===== src/hw/rtl/lldec_pkg.sv =====
// Shared types and constants for the learned level switch decoder.
`default_nettype none

package lldec_pkg;

  localparam int unsigned MODE_W  = 2;
  localparam int unsigned LEVEL_W = 10;
  localparam int unsigned EIDX_W  = 4;
  localparam int unsigned OUT_W   = 4;
  localparam int unsigned FS_W    = 17;

  typedef enum logic [MODE_W-1:0] {
    MODE_CLASSIFY = 2'd0,
    MODE_LEARN    = 2'd1,
    MODE_REMOVE   = 2'd2,
    MODE_NONE     = 2'd3
  } mode_t;

  typedef enum logic [2:0] {
    ST_IDLE,
    ST_CLS_FIRST,
    ST_CLS_WALK,
    ST_INS_WALK,
    ST_INS_PUT,
    ST_RM_WALK,
    ST_DONE
  } state_t;

endpackage

`default_nettype wire


===== src/hw/rtl/learned_level_switch_decoder_top.sv =====
// Learned level switch decoder: sorted level table in RAM, walked one entry per cycle.
`default_nettype none

// Keeps up to MAX_LEVELS learned levels, sorted ascending, in a RAM with one
// write and one registered read port. A classify word walks the table one
// entry per cycle and returns the first window holding the sample, stopping
// early on a hit; a learn word shifts larger entries up one per cycle from
// the top; a remove word shifts later entries down one per cycle. The idle
// state takes the word and the done state hands the result to the output
// register. A new word is taken once the previous result sits in the output
// register, even if that result has not been taken yet.
module learned_level_switch_decoder_top #(
  parameter int unsigned MAX_LEVELS = 8,
  parameter int unsigned FULL_SCALE = 1023
) (
  input  wire logic                          clk,
  input  wire logic                          rst_n,
  input  wire logic                          in_valid,
  output      logic                          in_ready,
  input  wire logic [lldec_pkg::MODE_W-1:0]  in_mode,
  input  wire logic [lldec_pkg::LEVEL_W-1:0] in_level,
  input  wire logic [lldec_pkg::EIDX_W-1:0]  in_entry_index,
  output      logic                          out_valid,
  input  wire logic                          out_ready,
  output      logic [lldec_pkg::OUT_W-1:0]   out_position,
  output      logic [lldec_pkg::OUT_W-1:0]   out_entry_count
);

  localparam int unsigned CNT_W = $clog2(MAX_LEVELS + 1);
  localparam int unsigned IDX_W = (MAX_LEVELS > 1) ? $clog2(MAX_LEVELS) : 1;
  localparam int unsigned CW1   = CNT_W + 1;
  localparam int unsigned CMP_W = ((CNT_W > lldec_pkg::EIDX_W) ? CNT_W : lldec_pkg::EIDX_W) + 1;
  localparam logic [lldec_pkg::FS_W-1:0] FS_V   = lldec_pkg::FS_W'(FULL_SCALE);
  localparam logic [CNT_W-1:0]           MAX_V  = CNT_W'(MAX_LEVELS);

  lldec_pkg::state_t state_r, state_nxt;

  logic [CNT_W-1:0]              count_r, count_nxt;
  logic [CNT_W-1:0]              walk_r, walk_nxt;
  logic [lldec_pkg::LEVEL_W-1:0] cur_r, cur_nxt;
  logic [lldec_pkg::LEVEL_W-1:0] smp_r, smp_nxt;
  logic [lldec_pkg::OUT_W-1:0]   res_pos_r, res_pos_nxt;
  logic                          out_valid_r, out_valid_nxt;
  logic [lldec_pkg::OUT_W-1:0]   out_position_r, out_entry_count_r;
  logic                          out_load;

  logic [lldec_pkg::LEVEL_W-1:0] mem [MAX_LEVELS];
  logic [lldec_pkg::LEVEL_W-1:0] rd_data_r;
  logic                          mem_we;
  logic [IDX_W-1:0]              mem_waddr, mem_raddr;
  logic [lldec_pkg::LEVEL_W-1:0] mem_wdata;

  logic                          in_acc;
  lldec_pkg::mode_t              mode;
  logic [lldec_pkg::LEVEL_W-1:0] mid;
  logic                          cls_hit, smp_in_range, walk_last;
  logic                          ins_shift, walk_is_one;
  logic [CW1-1:0]                walk_p1, walk_p2, walk_m1;
  logic [CMP_W-1:0]              idx_ext, idx_p1, cnt_ext;
  logic                          idx_bad, idx_is_last, tbl_full, tbl_empty;

  assign in_ready = (state_r == lldec_pkg::ST_IDLE);
  assign in_acc   = in_valid && in_ready;
  assign mode     = lldec_pkg::mode_t'(in_mode);

  // midpoint between current entry and the one just read; floor division
  assign mid          = cur_r + ((rd_data_r - cur_r) >> 1);
  assign cls_hit      = (smp_r < mid);
  assign smp_in_range = (lldec_pkg::FS_W'(smp_r) <= FS_V);
  assign walk_p1      = CW1'(walk_r) + CW1'(1);
  assign walk_p2      = CW1'(walk_r) + CW1'(2);
  assign walk_m1      = CW1'(walk_r) - CW1'(1);
  assign walk_last    = (walk_p2 >= CW1'(count_r));
  assign walk_is_one  = (walk_r == CNT_W'(1));
  assign ins_shift    = (rd_data_r > smp_r);

  assign idx_ext     = CMP_W'(in_entry_index);
  assign idx_p1      = idx_ext + CMP_W'(1);
  assign cnt_ext     = CMP_W'(count_r);
  assign idx_bad     = (idx_ext >= cnt_ext);
  assign idx_is_last = (idx_p1 >= cnt_ext);
  assign tbl_full    = (count_r >= MAX_V);
  assign tbl_empty   = (count_r == '0);

  // next state
  always_comb begin
    state_nxt = state_r;
    unique case (state_r)
      lldec_pkg::ST_IDLE: begin
        if (in_acc) begin
          priority case (mode)
            lldec_pkg::MODE_CLASSIFY:
              state_nxt = tbl_empty ? lldec_pkg::ST_DONE : lldec_pkg::ST_CLS_FIRST;
            lldec_pkg::MODE_LEARN: begin
              if (tbl_full)       state_nxt = lldec_pkg::ST_DONE;
              else if (tbl_empty) state_nxt = lldec_pkg::ST_INS_PUT;
              else                state_nxt = lldec_pkg::ST_INS_WALK;
            end
            lldec_pkg::MODE_REMOVE:
              state_nxt = (idx_bad || idx_is_last) ? lldec_pkg::ST_DONE
                                                   : lldec_pkg::ST_RM_WALK;
            default: state_nxt = lldec_pkg::ST_DONE;
          endcase
        end
      end
      lldec_pkg::ST_CLS_FIRST:
        state_nxt = (count_r == CNT_W'(1)) ? lldec_pkg::ST_DONE : lldec_pkg::ST_CLS_WALK;
      lldec_pkg::ST_CLS_WALK:
        if (cls_hit || walk_last) state_nxt = lldec_pkg::ST_DONE;
      lldec_pkg::ST_INS_WALK: begin
        if (!ins_shift)       state_nxt = lldec_pkg::ST_DONE;
        else if (walk_is_one) state_nxt = lldec_pkg::ST_INS_PUT;
      end
      lldec_pkg::ST_INS_PUT: state_nxt = lldec_pkg::ST_DONE;
      lldec_pkg::ST_RM_WALK:
        if (walk_last) state_nxt = lldec_pkg::ST_DONE;
      lldec_pkg::ST_DONE:
        if (!out_valid_r || out_ready) state_nxt = lldec_pkg::ST_IDLE;
      default: state_nxt = lldec_pkg::ST_IDLE;
    endcase
  end

  // datapath control
  always_comb begin
    count_nxt   = count_r;
    walk_nxt    = walk_r;
    cur_nxt     = cur_r;
    smp_nxt     = smp_r;
    res_pos_nxt = res_pos_r;
    mem_we      = 1'b0;
    mem_waddr   = walk_r[IDX_W-1:0];
    mem_wdata   = smp_r;
    mem_raddr   = '0;
    out_load    = 1'b0;
    unique case (state_r)
      lldec_pkg::ST_IDLE: begin
        if (in_acc) begin
          smp_nxt     = in_level;
          res_pos_nxt = '0;
          priority case (mode)
            lldec_pkg::MODE_CLASSIFY: mem_raddr = '0;
            lldec_pkg::MODE_LEARN: begin
              walk_nxt  = count_r;
              mem_raddr = IDX_W'(count_r - CNT_W'(1));
            end
            lldec_pkg::MODE_REMOVE: begin
              walk_nxt  = CNT_W'(in_entry_index);
              mem_raddr = idx_p1[IDX_W-1:0];
              if (!idx_bad && idx_is_last) count_nxt = count_r - CNT_W'(1);
            end
            default: ;
          endcase
        end
      end
      lldec_pkg::ST_CLS_FIRST: begin
        cur_nxt   = rd_data_r;
        walk_nxt  = '0;
        mem_raddr = IDX_W'(1);
        if (count_r == CNT_W'(1)) res_pos_nxt = smp_in_range ? lldec_pkg::OUT_W'(1) : '0;
      end
      lldec_pkg::ST_CLS_WALK: begin
        // lower edge already passed on the way here, only the upper edge decides
        if (cls_hit) begin
          res_pos_nxt = lldec_pkg::OUT_W'(walk_p1);
        end else if (walk_last) begin
          res_pos_nxt = smp_in_range ? lldec_pkg::OUT_W'(walk_p2) : '0;
        end else begin
          cur_nxt   = rd_data_r;
          walk_nxt  = walk_p1[CNT_W-1:0];
          mem_raddr = walk_p2[IDX_W-1:0];
        end
      end
      lldec_pkg::ST_INS_WALK: begin
        mem_we = 1'b1;
        if (ins_shift) begin
          mem_wdata = rd_data_r;
          walk_nxt  = walk_m1[CNT_W-1:0];
          mem_raddr = IDX_W'(walk_r - CNT_W'(2));
        end else begin
          count_nxt = count_r + CNT_W'(1);
        end
      end
      lldec_pkg::ST_INS_PUT: begin
        mem_we    = 1'b1;
        count_nxt = count_r + CNT_W'(1);
      end
      lldec_pkg::ST_RM_WALK: begin
        mem_we    = 1'b1;
        mem_wdata = rd_data_r;
        if (walk_last) begin
          count_nxt = count_r - CNT_W'(1);
        end else begin
          walk_nxt  = walk_p1[CNT_W-1:0];
          mem_raddr = walk_p2[IDX_W-1:0];
        end
      end
      lldec_pkg::ST_DONE: out_load = !out_valid_r || out_ready;
      default: ;
    endcase
  end

  assign out_valid_nxt = out_load ? 1'b1 : (out_ready ? 1'b0 : out_valid_r);

  always_ff @(posedge clk) begin
    if (mem_we) begin
      mem[mem_waddr] <= mem_wdata;
    end
    rd_data_r <= mem[mem_raddr];
  end

  always_ff @(posedge clk) begin
    if (!rst_n) begin
      state_r     <= lldec_pkg::ST_IDLE;
      count_r     <= '0;
      out_valid_r <= 1'b0;
    end else begin
      state_r     <= state_nxt;
      count_r     <= count_nxt;
      out_valid_r <= out_valid_nxt;
    end
  end

  always_ff @(posedge clk) begin
    walk_r    <= walk_nxt;
    cur_r     <= cur_nxt;
    smp_r     <= smp_nxt;
    res_pos_r <= res_pos_nxt;
    if (out_load) begin
      out_position_r    <= res_pos_r;
      out_entry_count_r <= lldec_pkg::OUT_W'(count_r);
    end
  end

  assign out_valid       = out_valid_r;
  assign out_position    = out_position_r;
  assign out_entry_count = out_entry_count_r;

  a_count_bound: assert property (@(posedge clk) disable iff (!rst_n)
    count_r <= MAX_V)
    else $error("entry count above table size");

  a_count_step: assert property (@(posedge clk) disable iff (!rst_n)
    !$stable(count_r) |->
      (CW1'(count_r) == CW1'($past(count_r)) + CW1'(1)) ||
      (CW1'(count_r) + CW1'(1) == CW1'($past(count_r))))
    else $error("entry count moved by more than one");

  a_write_in_walk: assert property (@(posedge clk) disable iff (!rst_n)
    mem_we |-> (state_r == lldec_pkg::ST_INS_WALK) || (state_r == lldec_pkg::ST_INS_PUT) ||
               (state_r == lldec_pkg::ST_RM_WALK))
    else $error("table write outside learn or remove");

  a_load_once: assert property (@(posedge clk) disable iff (!rst_n)
    out_load |=> state_r == lldec_pkg::ST_IDLE)
    else $error("result loaded without returning to idle");

endmodule

`default_nettype wire


===== config.mk =====
export PLATFORM = sky130hd
export DESIGN_NAME = learned_level_switch_decoder_top
export DESIGN_NICKNAME = d
export VERILOG_FILES = /design/src/hw/rtl/lldec_pkg.sv /design/src/hw/rtl/learned_level_switch_decoder_top.sv
export SDC_FILE = /design/constraint.sdc
export NUM_CORES = 1
export LEC_CHECK = 0
export BUFFER_PORTS_ARGS = -buffer_cell sky130_fd_sc_hd__buf_2
export CAP_MARGIN = 20
export CORE_MARGIN = 2
export CORE_UTILIZATION = 45
export DETAILED_ROUTE_END_ITERATION = 12
export GPL_TIMING_DRIVEN = 1
export REMOVE_ABC_BUFFERS = 1
export SKIP_CTS_REPAIR_TIMING = 1
export SYNTH_ARGS = -nofsm -noshare
export SYNTH_HDL_FRONTEND = slang
export SYNTH_SLANG_ARGS = --single-unit

===== constraint.sdc =====
create_clock -name clk -period 9.2 [get_ports clk]
set_clock_uncertainty 0.2 [all_clocks]
set_input_delay 1.38 -clock clk [delete_from_list [all_inputs] [get_ports clk]]
set_output_delay 1.38 -clock clk [all_outputs]
set_load 0.02 [all_outputs]

# Yosys cells after proc, flatten, opt, wreduce, memory -nomap -nowiden
# Memories as Yosys holds them, arrays and structs flattened. A register that Yosys moved wholly into a read port is not among the register bits.
# Cells that the tools add are included.
# Widths: inputs -> output; s select.
[classes] addsub=9 order_cmp=6 n_eq_ne=24 n_mux=47 reduce_logical=22
[ops] cell="$mux 4" n=13
[ops] cell="$mux 3" n=14
[ops] cell="$pmux 10 s2" n=2
[ops] cell="$mux 10" n=3
[ops] cell="$pmux 3 s7" n=1
[ops] cell="$pmux 4 s5" n=1
[ops] cell="$ne 2x2->1 const B" n=8
[ops] cell="$pmux 4 s4" n=1
[ops] cell="$pmux 3 s5" n=1
[ops] cell="$pmux 4 s3" n=1
[ops] cell="$add 10x9->10" n=1
[ops] cell="$ge 5x4->1" n=2
[ops] cell="$gt 10x10->1" n=1
[ops] cell="$lt 10x10->1" n=1
[ops] cell="$reduce_and 5->1" n=2
[ops] cell="$sub 10x10->10" n=1
[ops] cell="$eq 3x3->1 const B" n=3
[ops] cell="$pmux 3 s3" n=1
[ops] cell="$add 4x1->4 const B" n=2
[ops] cell="$eq 4x1->1 const B" n=2
[ops] cell="$pmux 4 s2" n=1
[ops] cell="$sub 4x1->4 const B" n=2
[ops] cell="$eq 3x2->1 const B" n=2
[ops] cell="$mux 1" n=6
[ops] cell="28 further kinds" n=36
[totals] regBits=44 mem_bits_rw=80 in_bits=20 output_inout_bits=10 word_cells=118 memories=1
[mem_list] memory="mem" words=8 width=10 rd=1 rd_ports_with_merged_regs=1 wr=1 line="learned_level_switch_decoder_top.sv:47" source="logic [lldec_pkg::LEVEL_W-1:0] mem [MAX_LEVELS];"

# Depth between registers and ports, before layout
[logic_depth] depth_word=7 ltp_mapped=27 depth_no_buf=25

# Worst setup path after synthesis
# No wires, ideal clock.
[synth_timing] path_kind="flip-flop to flip-flop" start="reg cur_r[1] (netlist name)" end="reg rd_data_r[7] (netlist name), read port of mem" setup_time_ns=0.122 arrival_ns=4.743 required_time_ns=8.878 setup_slack_ns=4.135 stages_incl_launch_ff=25 path_buffers=1 synth_period_minus_slack_ns=5.065 cell_sequence="edfxtp_1 -> inv_1 -> ha_1 -> inv_1 -> o21bai_1 -> a21oi_1 -> o21ai_0 -> a21oi_1 -> o21ai_0 -> o41ai_1 -> xnor2_1 -> ha_1 -> nand2b_1 -> a2111oi_0 -> a311oi_1 -> ha_1 -> nand2_1 -> o21ai_0 -> a22o_2 -> a31oi_2 -> o31ai_1 -> buf_8 -> mux2i_1 -> o22ai_1 -> a311o_1"
[synth_between] elab_chain_cells=5
[synth_lines] element="from (decl)" line="learned_level_switch_decoder_top.sv:40" source="logic [lldec_pkg::LEVEL_W-1:0] cur_r, cur_nxt;"
[synth_lines] element="from (signal assigned)" line="learned_level_switch_decoder_top.sv:225" source="cur_r <= cur_nxt;"
[synth_lines] element="$sub 10x10->10" line="learned_level_switch_decoder_top.sv:67" source="assign mid = cur_r + ((rd_data_r - cur_r) >> 1);"
[synth_lines] element="$add 10x9->10 *" line="learned_level_switch_decoder_top.sv:67"
[synth_lines] element="$lt 10x10->1 *" line="learned_level_switch_decoder_top.sv:68" source="assign cls_hit = (smp_r < mid);"
[synth_lines] element="$mux 3 *" line="learned_level_switch_decoder_top.sv:163" source="if (cls_hit) begin"
[synth_lines] element="$pmux 3 s5 *" line="learned_level_switch_decoder_top.sv:135" source="unique case (state_r)"
[synth_lines] element="to (decl)" line="learned_level_switch_decoder_top.sv:48" source="logic [lldec_pkg::LEVEL_W-1:0] rd_data_r;"
# Every way passes the cells marked *; elsewhere a longest branch is shown, timed or not.
# A chain may end at the register's enable or synchronous reset.

# Worst setup path in the final report
# Ends and elaborated chain as after synthesis.

==> results <==
- The mean routed wirelength per cell is 18.3 µm.
- The endpoint of the worst register-to-register path is rd_data_r[7].
- The chip height is approximately 130 µm.
- In this run, the number of DRC markers left after iteration 0 of detailed routing was approximately 340.
- The ratio of routed vias to standard cells is approximately 5.6.
- TritonCTS built the clock tree.
- In this run, CTS created clock tree buffers numbering 17.
- The pin count of the biggest net entering global routing is 30.
- The total number of vias is roughly 5,000.
- Relative to the synthesized area, the layout overhead comes to 12.6%.
- Counting flops and latches in the post-synthesis netlist gives between 100 and 150.
- The total negative slack for setup checks is 0 ns.
- The capturing element type of the critical path is a register.
- The overall die width is 133 µm.
- Across every metal layer, demand over resource in global routing totals between 10% and 20%.
- The floorplan step defined a die boundary enclosing roughly 18,000 µm².
- After clock tree synthesis, the clock-pin slew on the worst setup and hold paths is 0.06 ns.
- The count of flip-flops with a built-in enable after synthesis is approximately 120.
- Setup violations remaining at the end of the flow were counted as 0.
- The post-synthesis area per instance is around 12 µm².
- The clock tree synthesis step divided the H-tree into 4 levels.
- The via count of the first global-routing pass is slightly above 5,000.
- The worst setup path is launched from a register.
- Clock latency on the worst-skew pair, taken at its later pin, is 0.42 ns.
- The highest attainable clock frequency is ~170 MHz.
- For this run, the leading register cell type out of synthesis is edfxtp_1.
- The tool flagged a number of max-cap violations equal to 0.
- Leaving out fill and tap cells, the most frequent cells in the layout are 116 x edfxtp_1, 64 x ha_1, 46 x inv_1.
- In this run the clock root is driven by a clkbuf_16.
- The layout cell share with drive strength beyond 1 is a little over an eighth.
- The unique cell type count in the Yosys netlist is 73.
- The critical path is of the reg -> reg type.
- The capture endpoint of the worst hold path is out_position[1].
- The number of buffers added on ports is 29.
- The proportion of synthesized flip-flops having asynchronous set or reset is 0%.
- The number of failing hold endpoints at the final stage came to 0.
- The startpoint of the worst hold path is res_pos_r[1].
- The number of optimization iterations in the first detailed-route pass is 5.
- For this block, the routed nets add up to roughly 16 mm of wire.
- The total area inside the core boundary comes to ~16,000 µm².
- The max-slew violation count is 0.
- Synthesis produced roughly 630 cells.
- The post-detailed-route DRC marker count is 0.
- After legalization and detailed placement, the total HPWL measured roughly 12 mm.
- The initial antenna violation count is 0.
- The final RePlAce weighted congestion is between 0.8 and 0.9.
- The final net count is 747.
- The flow ran to the end, and the final reports show no timing, DRC or antenna violations.
- After synthesis the cells add up to 7440 µm².
- Data on the critical path is required at its endpoint by 9.30 ns.
- For this configuration, the core starts out at a cell density of a little under half.
- The number of placed instances, taps included, is roughly 860.
- The most common cell after layout, fill and taps aside is edfxtp_1.
- The setup slack on the worst flop-to-flop path is roughly 3.4 ns.
- The number of antenna cells inserted is 0.
- The path category of the worst min-delay check is reg -> reg.
- Setup repair after global routing left no endpoint under its margin.
- The floorplan has 47 rows.
- For this run, the number of Yosys warnings is 0.
- At the worst endpoint, the arrival time is 5.94 ns.
- Of all nets on the critical path, the largest fanout is 24.
- The global route total overflow is 0.
- The transition at the pin with the smallest max-transition slack is slightly above 1 ns.
- The first global-routing pass estimated ~26 mm of wire.
- The detail route stage leaves a number of antenna-violating nets equal to 0.
- The final critical delay including setup and external delays is between 5 and 6 ns.
- The startpoint identified for the worst register-to-register timing path is cur_r[1].
- The number of non-filler instances in the completed layout is 894.
- 30 I/O pins were placed.
- Headroom to the max-slew limit came out at between 30% and 40%.
- The deepest clock path buffer count is 2.
- Fill cells in the final layout number between 1,000 and 1,500.
- The logic depth of the worst register-to-register path is 26.
- The number of instances on the worst hold path is 0.
- The number of clock sinks is around 130.
- After synthesis, flip-flops and latches occupy about 52% of the total area.
- After layout, the worst path uses around 63% of the clock period.
layout make-up:
class	instances	area [µm²]	area share, %
inverters	47	176	2.11
well taps	220	275	3.29
clock buffers	19	433	5.17
clock inverters	13	198	2.36
flip-flops and latches	134	3840	45.9
repair buffers	34	183	2.18
multi-input cells	427	3270	39.0
per-layer routing:
metal  share of wire [%]  vias up  global-route usage (%)
li1                    -     2431                       -
met5                   0        -                       0
met3                 3.4       13                    3.91
met4                 1.1        0                    5.32
met1                  44     2474                    23.2
met2                  52      110                    34.5
worst max-delay path, cell delays in order (launching register included):
cell and delay, ns:
edfxtp_1 0.44, inv_1 0.14, ha_1 0.24, inv_1 0.05
o21bai_1 0.07, a21oi_1 0.23, o21ai_0 0.11, a21oi_1 0.23
o21ai_0 0.17, o41ai_1 0.33, xnor2_1 0.17, ha_1 0.18
nand2b_1 0.15, nor3_1 0.06, a21oi_1 0.13, o211ai_1 0.10
a311oi_1 0.25, ha_1 0.30, a21oi_1 0.12, o21ai_0 0.18
a22o_2 0.32, a31oi_2 0.36, o31a_1 0.17, buf_4 0.36
mux2i_1 0.27, o22ai_1 0.12, a311o_1 0.28
cell usage after synthesis (all sizes together) (11+ instances only):
cell | instances | share of area (%)
nand3 | 31 | 2.1
nand2 | 32 | 1.7
inv | 46 | 2.3
o21ai | 29 | 2.0
xnor2 | 21 | 2.5
a31oi | 14 | 1.3
a21oi | 26 | 1.9
dfxtp | 18 | 4.8
and2 | 14 | 1.2
ha | 64 | 11
clkbuf | 11 | 1.0
mux2i | 27 | 3.6
nand2b | 12 | 1.1
edfxtp | 116 | 47
nor2 | 30 | 1.5
logic make-up (layout without fill, tap and decap cells):
group | count (synthesis) | in the layout | share of synthesized area [%]
simple gates | 149 | 149 | 10.1
buf+inv | 68 | 113 | 4.62
mux | 36 | 36 | 4.99
xor+xnor | 29 | 29 | 3.41
compound gates | 147 | 147 | 13.9
flops | 134 | 134 | 51.7
fa+ha+maj | 66 | 66 | 11.3
stage by stage:
stage | hold WS [ns] | utilization [%] | instance area [µm²] | setup WS [ns]
floorplan | 0.200 | - | 7270 | 2.40
global placement | 0.206 | 47.4 | 7740 | 3.57
detailed placement | 0.209 | 47.4 | 7740 | 3.39
CTS | 0.220 | 51.2 | 8380 | 3.33
global route | 0.230 | 51.2 | 8380 | 2.96
finish | 0.220 | 51.2 | 8380 | 3.36
worst max path at each step:
| stage | startpoint | end |
|---|---|---|
| after CTS | cur_r[1] | rd_data_r[7] |
| after detailed placement | cur_r[1] | rd_data_r[3] |
| after global routing | cur_r[1] | rd_data_r[1] |
| after floorplan | cur_r[1] | rd_data_r[7] |
| after global placement | cur_r[1] | rd_data_r[1] |
| final | cur_r[1] | rd_data_r[7] |
registers in the layout (all words and copies together), names as in the netlist:
register and cells:
count_r 4, cur_r 10, mem 80, out_entry_count 4, out_position 4, out_valid 1, rd_data_r 10, res_pos_r 4
smp_r 10, state_r 3, walk_r 4
Power is not shown: default switching activity piles up to over one toggle a cycle in this logic, so the estimate is an artifact.
